<file path="src/rtl/assert_macros.svh">
// assertion macros used by ber_tlv_tag_search
// expects clk and rst_n in scope where a macro is used
`ifndef ASSERT_MACROS_SVH
`define ASSERT_MACROS_SVH

// condition holds at every clock edge out of reset
`define ASSERT_ALWAYS(lbl, cond, msg) \
  lbl: assert property (@(posedge clk) disable iff (!rst_n) (cond)) else $error(msg);

// antecedent in a cycle implies consequent in the same cycle
`define ASSERT_IMPLIES(lbl, ante, cons, msg) \
  lbl: assert property (@(posedge clk) disable iff (!rst_n) (ante) |-> (cons)) \
    else $error(msg);

`endif

</file>
<file path="src/rtl/btts_pkg.sv">
// types and constants for the ber-tlv tag search block
// no dependencies; used by every rtl module of the block
package btts_pkg;

  // parser phases
  typedef enum logic [2:0] {
    PH_TAG_FIRST = 3'd0,
    PH_TAG_MORE  = 3'd1,
    PH_LEN_FIRST = 3'd2,
    PH_LEN_EXT1  = 3'd3,
    PH_LEN_HIGH  = 3'd4,
    PH_LEN_LOW   = 3'd5,
    PH_VALUE     = 3'd6,
    PH_DONE      = 3'd7
  } phase_t;

  // configuration register indexes
  localparam logic CFG_SEARCH_TAG = 1'b0;
  localparam logic CFG_MAX_COPY   = 1'b1;

  localparam logic [31:0] SEARCH_TAG_RST = 32'h0000_0000;
  localparam logic [15:0] MAX_COPY_RST   = 16'h00FF;

  // ber-tlv codes
  localparam logic [4:0] TAG_MULTI_MARK = 5'h1F;
  localparam logic [7:0] LEN_ONE_EXT    = 8'h81;
  localparam logic [7:0] LEN_TWO_EXT    = 8'h82;

  // output queue
  localparam int OQ_DEPTH = 4;
  localparam int OQ_AW    = $clog2(OQ_DEPTH);

  // one result beat
  typedef struct packed {
    logic [7:0]  value_out;
    logic        is_done;
    logic        found;
    logic [15:0] copied_count;
    logic        last_of_run;
  } res_t;

  // results produced by one accepted input beat
  typedef struct packed {
    logic [1:0] num;
    res_t       first;
    res_t       second;
  } push_t;

endpackage

</file>
<file path="src/rtl/ber_tlv_tag_search.sv">
// BER-TLV tag search. One input beat is taken per clock while in_tready is high; each beat
// yields zero, one or two result beats through a four-entry result queue.
// in_tready is high while at least two queue entries are free, so with the output side
// always ready the block sustains one input beat per cycle; only a stalled output or a run
// of two-result beats (value byte plus done) holds the input back. The user must write
// registers on the cfg port only while the block is idle; the block itself does not enforce it.
// depends on btts_pkg, btts_parser, btts_outq and assert_macros.svh
`include "assert_macros.svh"
module ber_tlv_tag_search import btts_pkg::*; (
  input  logic        clk,
  input  logic        rst_n,
  // configuration
  input  logic        cfg_we,
  input  logic        cfg_addr,
  input  logic [31:0] cfg_wdata,
  // input stream
  input  logic        in_tvalid,
  output logic        in_tready,
  input  logic [7:0]  in_tdata,   // [7:0] data_byte
  input  logic        in_tlast,   // last_byte
  // result stream
  output logic        out_tvalid,
  input  logic        out_tready,
  output logic [31:0] out_tdata,  // [7:0] value_out, [8] found, [24:9] copied_count
  output logic        out_tuser,  // is_done
  output logic        out_tlast   // last_of_run
);

  logic [31:0]    search_tag_r;
  logic [15:0]    max_copy_r;
  logic           in_fire;
  logic           out_fire;
  push_t          push;
  res_t           head;
  logic           not_empty;
  logic           room2;
  logic [OQ_AW:0] level;

  // configuration registers
  always_ff @(posedge clk) begin
    if (!rst_n) begin
      search_tag_r <= SEARCH_TAG_RST;
      max_copy_r   <= MAX_COPY_RST;
    end else if (cfg_we) begin
      unique case (cfg_addr)
        CFG_SEARCH_TAG: search_tag_r <= cfg_wdata;
        CFG_MAX_COPY:   max_copy_r   <= cfg_wdata[15:0];
        default:        ;
      endcase
    end
  end

  // handshakes
  assign in_tready = room2;
  assign in_fire   = in_tvalid & in_tready;
  assign out_fire  = out_tvalid & out_tready;

  btts_parser u_parser (
    .clk        (clk),
    .rst_n      (rst_n),
    .beat_fire  (in_fire),
    .data_byte  (in_tdata),
    .last_byte  (in_tlast),
    .search_tag (search_tag_r),
    .max_copy   (max_copy_r),
    .push       (push)
  );

  btts_outq u_outq (
    .clk       (clk),
    .rst_n     (rst_n),
    .push      (push),
    .pop       (out_fire),
    .head      (head),
    .not_empty (not_empty),
    .room2     (room2),
    .level     (level)
  );

  // result beat packing
  assign out_tvalid = not_empty;
  assign out_tdata  = {7'd0, head.copied_count, head.found, head.value_out};
  assign out_tuser  = head.is_done;
  assign out_tlast  = head.last_of_run;

  // checks
  `ASSERT_ALWAYS(a_level_bound, level <= (OQ_AW+1)'(OQ_DEPTH), "result queue overfilled")
  `ASSERT_IMPLIES(a_push_needs_beat, push.num != 2'd0, in_fire, "result without input beat")
  `ASSERT_IMPLIES(a_notfound_zero, out_tvalid && out_tuser && !out_tdata[8],
                  out_tdata[24:9] == 16'd0, "not-found done carries a count")

endmodule

</file>
<file path="src/rtl/btts_parser.sv">
// per-byte tlv parser: phase, tag and length state, result generation
// depends on btts_pkg
module btts_parser import btts_pkg::*; (
  input  logic        clk,
  input  logic        rst_n,
  input  logic        beat_fire,
  input  logic [7:0]  data_byte,
  input  logic        last_byte,
  input  logic [31:0] search_tag,
  input  logic [15:0] max_copy,
  output push_t       push
);

  phase_t      phase_r, phase_nxt;
  logic [31:0] tag_r, tag_nxt;
  logic [15:0] elen_r, elen_nxt;
  logic [15:0] left_r, left_nxt;
  logic [15:0] copied_r, copied_nxt;
  logic        match_r, match_nxt;
  logic        fin_r, fin_nxt;

  logic [15:0] left_dec;
  logic        len_done;
  logic [15:0] len_val;
  logic        byte_v;
  logic        mdone;
  logic        eos;

  // copied count after this byte, before any end-of-buffer clear
  function automatic logic [15:0] copied_nxt_done(input logic        ld,
                                                  input logic        bv,
                                                  input logic [15:0] cr);
    return ld ? 16'd0 : (bv ? cr + 16'd1 : cr);
  endfunction

  assign left_dec = left_r - 16'd1;

  // next state for one byte
  always_comb begin
    phase_nxt  = phase_r;
    tag_nxt    = tag_r;
    elen_nxt   = elen_r;
    left_nxt   = left_r;
    copied_nxt = copied_r;
    match_nxt  = match_r;
    fin_nxt    = fin_r;
    len_done   = 1'b0;
    len_val    = '0;
    byte_v     = 1'b0;
    mdone      = 1'b0;
    eos        = 1'b0;

    unique case (phase_r)
      PH_TAG_FIRST: begin
        tag_nxt   = {24'd0, data_byte};
        phase_nxt = (data_byte[4:0] == TAG_MULTI_MARK) ? PH_TAG_MORE : PH_LEN_FIRST;
      end
      PH_TAG_MORE: begin
        tag_nxt = {tag_r[23:0], data_byte};
        if (!data_byte[7]) phase_nxt = PH_LEN_FIRST;
      end
      PH_LEN_FIRST: begin
        priority if (data_byte == LEN_ONE_EXT) begin
          phase_nxt = PH_LEN_EXT1;
        end else if (data_byte == LEN_TWO_EXT) begin
          phase_nxt = PH_LEN_HIGH;
        end else begin
          len_done = 1'b1;
          len_val  = {8'd0, data_byte};
        end
      end
      PH_LEN_EXT1: begin
        len_done = 1'b1;
        len_val  = {8'd0, data_byte};
      end
      PH_LEN_HIGH: begin
        elen_nxt  = {data_byte, 8'd0};
        phase_nxt = PH_LEN_LOW;
      end
      PH_LEN_LOW: begin
        len_done = 1'b1;
        len_val  = {elen_r[15:8], data_byte};
      end
      PH_VALUE: begin
        left_nxt = left_dec;
        if (match_r && (copied_r < max_copy)) begin
          byte_v     = 1'b1;
          copied_nxt = copied_r + 16'd1;
        end
        if (left_dec == 16'd0) begin
          if (match_r) begin
            mdone     = 1'b1;
            fin_nxt   = 1'b1;
            phase_nxt = PH_DONE;
          end else begin
            phase_nxt = PH_TAG_FIRST;
          end
        end
      end
      PH_DONE: begin
        phase_nxt = PH_DONE;
      end
      default: begin
        phase_nxt = PH_TAG_FIRST;
      end
    endcase

    // length complete: compare tag, then start the value; an empty one finishes on a match, else the next tag follows
    if (len_done) begin
      elen_nxt   = len_val;
      left_nxt   = len_val;
      copied_nxt = '0;
      match_nxt  = (tag_r == search_tag);
      if (len_val != 16'd0) begin
        phase_nxt = PH_VALUE;
      end else if (tag_r == search_tag) begin
        mdone     = 1'b1;
        fin_nxt   = 1'b1;
        phase_nxt = PH_DONE;
      end else begin
        phase_nxt = PH_TAG_FIRST;
      end
    end

    // end of buffer: report not found if still searching, then re-arm
    if (last_byte) begin
      eos        = !fin_nxt;
      phase_nxt  = PH_TAG_FIRST;
      tag_nxt    = '0;
      elen_nxt   = '0;
      left_nxt   = '0;
      copied_nxt = '0;
      match_nxt  = 1'b0;
      fin_nxt    = 1'b0;
    end
  end

  // assemble up to two results in order
  always_comb begin
    res_t bres;
    res_t dres;
    bres              = '0;
    bres.value_out    = data_byte;
    dres              = '0;
    dres.is_done      = 1'b1;
    dres.found        = mdone;
    dres.copied_count = mdone ? copied_nxt_done(len_done, byte_v, copied_r) : 16'd0;

    push = '0;
    if (beat_fire) begin
      push.num = {1'b0, byte_v} + {1'b0, (mdone | eos)};
      if (byte_v) begin
        push.first  = bres;
        push.second = dres;
      end else begin
        push.first = dres;
      end
      if (push.num == 2'd1) push.first.last_of_run = 1'b1;
      if (push.num == 2'd2) push.second.last_of_run = 1'b1;
    end
  end

  // state registers
  always_ff @(posedge clk) begin
    if (!rst_n) begin
      phase_r  <= PH_TAG_FIRST;
      tag_r    <= '0;
      elen_r   <= '0;
      left_r   <= '0;
      copied_r <= '0;
      match_r  <= 1'b0;
      fin_r    <= 1'b0;
    end else if (beat_fire) begin
      phase_r  <= phase_nxt;
      tag_r    <= tag_nxt;
      elen_r   <= elen_nxt;
      left_r   <= left_nxt;
      copied_r <= copied_nxt;
      match_r  <= match_nxt;
      fin_r    <= fin_nxt;
    end
  end

endmodule

</file>
<file path="src/rtl/btts_outq.sv">
// result queue: takes up to two results a cycle, gives one a cycle while popped
// depends on btts_pkg
module btts_outq import btts_pkg::*; (
  input  logic             clk,
  input  logic             rst_n,
  input  push_t            push,
  input  logic             pop,
  output res_t             head,
  output logic             not_empty,
  output logic             room2,
  output logic [OQ_AW:0]   level
);

  res_t              mem [OQ_DEPTH];
  logic [OQ_AW-1:0]  wr_r, wr_nxt;
  logic [OQ_AW-1:0]  rd_r, rd_nxt;
  logic [OQ_AW:0]    cnt_r, cnt_nxt;
  logic [OQ_AW-1:0]  wr_one;

  assign wr_one    = wr_r + 1'b1;
  assign head      = mem[rd_r];
  assign not_empty = (cnt_r != '0);
  assign room2     = (cnt_r <= (OQ_AW+1)'(OQ_DEPTH - 2));
  assign level     = cnt_r;

  // pointer and fill updates
  always_comb begin
    wr_nxt  = wr_r + OQ_AW'(push.num);
    rd_nxt  = pop ? rd_r + 1'b1 : rd_r;
    cnt_nxt = cnt_r + (OQ_AW+1)'(push.num) - (OQ_AW+1)'(pop);
  end

  // storage
  always_ff @(posedge clk) begin
    if (push.num != 2'd0) mem[wr_r]   <= push.first;
    if (push.num == 2'd2) mem[wr_one] <= push.second;
  end

  always_ff @(posedge clk) begin
    if (!rst_n) begin
      wr_r  <= '0;
      rd_r  <= '0;
      cnt_r <= '0;
    end else begin
      wr_r  <= wr_nxt;
      rd_r  <= rd_nxt;
      cnt_r <= cnt_nxt;
    end
  end

endmodule
</file>
<file path="config.mk">
export PLATFORM = sky130hd
export DESIGN_NAME = ber_tlv_tag_search
export DESIGN_NICKNAME = d
export VERILOG_FILES = /design/src/rtl/btts_pkg.sv /design/src/rtl/ber_tlv_tag_search.sv /design/src/rtl/btts_parser.sv /design/src/rtl/btts_outq.sv
export VERILOG_INCLUDE_DIRS = /design/src /design/src/rtl
export SDC_FILE = /design/constraint.sdc
export NUM_CORES = 1
export LEC_CHECK = 0
export ABC_AREA = 1
export BUFFER_PORTS_ARGS = -buffer_cell sky130_fd_sc_hd__clkbuf_2
export CORE_ASPECT_RATIO = 1.75
export CORE_UTILIZATION = 35
export DETAILED_ROUTE_END_ITERATION = 8
export PLACE_DENSITY = 0.59
export SYNTH_ARGS = -nofsm -noshare
export SYNTH_HDL_FRONTEND = slang
export SYNTH_SLANG_ARGS = --single-unit
</file>
<file path="constraint.sdc">
create_clock -name clk -period 10.4 [get_ports clk]
set_clock_uncertainty 0.05 [all_clocks]
set_input_delay 0.52 -clock clk [delete_from_list [all_inputs] [get_ports clk]]
set_output_delay 0.52 -clock clk [all_outputs]
set_load 0.01 [all_outputs]
</file>
==> impl_metrics.yaml <==
cells_and_area:
  syn_to_final_growth_pct: 12.1
  final_common_cell: "nand2_1"
  layout_common_cells: "nand2_1 (346), nor2_1 (230), inv_1 (170)"
  diodes: 0
  drive_above_1_share: 0.0900
  layout.nets: 1787
critical_path:
  path_class: "flip-flop to flip-flop"
  r2r-start: "u_parser.phase_r[1]"
  slowest_stage: "nand2_1"
  cpPeakStageDelay_ps: 830
  cp_num_buf_inv: 5
  cp-start-kind: "flip-flop"
  required_ps: 10510
  path_max_fanout: 30
  r2r_end: "u_outq.mem[2][15]"
  crit_family: "simple AND/OR/NAND/NOR gates"
  cp-startpoint: "u_parser.phase_r[1]"
  crit_path_end_kind: "flip-flop"
  r2r_cells: 19
  rrSetupSlack_ps: 4900
  path_cells: "inv_1, nor2_1, nand2_1, inv_1, nand3_1, nand2_1, clkinv_1, nor2_1, nor2_1, nand4_1, o21ai_0, o21bai_1, ha_1, inv_1, nor2_1, nor2_1, inv_1, nand2_1, nand2_1"
  cp.arrival_ps: 5600
  crit_path_frequent_cell: "nor2_1"
run_status:
  status: "completed"
sta:
  holdWs_ps: 164
  timing.final.ws_setup_ps: 4900
  finalHoldViolations: 0
  post-route-min-period_ps: 5500
  tightestPinTransition_ps: 1110
  fmax_mhz: 182
  post-route-period-util: 0.529
  slew_violations: 0
  rsz0062_at_grt: "no"
  relSlewSlack: 0.255
  fin_tns_setup_ps: 0
  finalSetupViolations: 0
floorplan:
  core_um2: 35200
  rows: 91
  die_h_um: 252
  pin_count: 83
  die_area_um2: 36600
  start_util: 0.356
  die_w_um: 145
placement:
  port_buffers: 75
  gp_congestion: 0.968
  dpl.hpwl_um: 27400
  dpl_worst_slack_ps: 4810
drt:
  via_per_inst: 5.07
  dr.pass1.iters: 5
  wl_um: 36700
  drt-initial-drc-count: 611
  drt-wirelength-per-cell_um: 16.7
  route.detailed.drc: 0
  ant_nets: 0
  num_vias: 11200
global_route:
  grt_antenna_before_repair: 0
  grt-ovfl-total: 0
  use_met2: 0.391
  track_usage: 0.200
  grtUsageMet3: 0.0236
  grt_most_used_layer: "met2"
  grt_max_degree: 72
  use_met1: 0.194
  grt_pass1_wl_um: 57600
  grt_pass1_vias: 10700
clock_network:
  cts.path.max_buffers: 3
  insertion_delay_ps: 540
  cts_setup_buffers: 0
  ctsResizeCount: 0
  cts.sinks: 242
  cts_hold_buf: 0
  clkTransAtPathRegs_ps: 70
  htree_num_levels: 1
  cts_tree: "done"
  numCtsBuffers: 24
  root_buffer: "clkbuf_16"
synthesis:
  avgSynthCellArea_um2: 7.43
  ys_ff_latch: 242
  synthArstFlopShare: 0
  yosysWarningCount: 0
  syn_area_um2: 12500
  ys_types: 48
  synth-seq-area-share: 0.448
  synth_cells: 1684
  synth_edf_count: 76
  synthFlopType: "dfxtp_1"
min_path:
  hp-class: "input pin to flip-flop"
  whs_endpoint: "search_tag_r[29]"
  hold_path_depth: 3
  worstHoldStart: "cfg_wdata[29]"
pwr:
  power_density_nw_per_um2: 187
  leakage_nw: 5.51
  ir_worst_vdd_mv: 0.0996
job:
  maxCapViolations: 0
-- power breakdown --
group	internal, mW	switching (mW)	total [mW]
logic	0.193	0.431	0.624
registers	1.02	0.0401	1.06
clock network	0.549	0.383	0.932
-- worst min-delay path: cells and delay by family --
kind | cells | cell delay (ps)
buffers and inverters | 1 | 70
and+or+nand+nor | 2 | 110
-- routing by layer --
layer	up-vias	part of all wire
met2	336	0.53
met1	5101	0.36
li1	5613	-
met5	-	0
met3	109	0.043
met4	0	0.068
-- final cells by class --
class | instances | area [µm²]
Timing Repair Buffer | 85 | 450
Tap cell | 465 | 582
Multi-Input combinational cell | 1178 | 5860
Sequential cell | 242 | 5610
Clock buffer | 33 | 706
Inverter | 185 | 694
Fill cell | 3602 | 21200
Clock inverter | 11 | 134
-- stage by stage --
step                 util  instances  power, mW  cell area [µm²]
global route        0.399       2199       2.75            14000
global placement    0.375       2155       1.71            13200
floorplan               -       1690       1.50            12500
CTS                 0.399       2199       2.65            14000
finish              0.399       2199       2.62            14000
detailed placement  0.375       2155       1.71            13200
-- how the worst max path moves through the flow --
stage / endpoint / depth (start not counted) / slack [ps]
after global placement: u_outq.mem[2][11] / 20 / 5030
after floorplan: u_outq.mem[0][0] / 20 / 6860
after CTS: u_outq.mem[2][6] / 19 / 4940
final: u_outq.mem[2][15] / 19 / 4900
after detailed placement: u_outq.mem[2][15] / 20 / 4810
after global routing: u_outq.mem[2][6] / 19 / 4350
-- synthesized netlist by cell type, types with 15 or more instances --
cell      number  area (µm²)
nand2_1      346        1300
nor2_1       231         867
inv_1        170         638
dfxtp_1      166        3320
o21ai_0      165         826
a21oi_1      131         656
nand3_1      117         586
edfxtp_1      76        2280
clkbuf_1      54         203
o22ai_1       29         181
ha_1          23         288
xor2_1        18         158
nand4_1       17         106
buf_2         16        80.1
o211ai_1      15         113
-- cell families (layout without fill, tap and decap cells) --
logic type | count (synthesis) | in the layout | synth area share
flip-flops | 242 | 242 | 0.448
XOR/XNOR | 30 | 30 | 0.0216
adder cells (fa/ha/maj) | 24 | 24 | 0.0246
other | 1 | 7 | 0.000300
buffers and inverters | 270 | 314 | 0.0864
AND/OR/NAND/NOR | 755 | 755 | 0.264
AO/OA/AOI/OAI | 362 | 362 | 0.155
-- flip-flops by register name (all words and copies together), names as in the netlist, 2 cells and up, named ones only --
register           flops
u_parser.elen_r        8
u_parser.tag_r        32
u_outq.rd_r            2
u_outq.level           3
u_outq.wr_r            2
u_parser.phase_r       3
u_outq.mem           108
u_parser.copied_r     16
u_parser.left_r       16
search_tag_r          32
max_copy_r            16
Note: power is estimated with default switching activity, not from simulation.
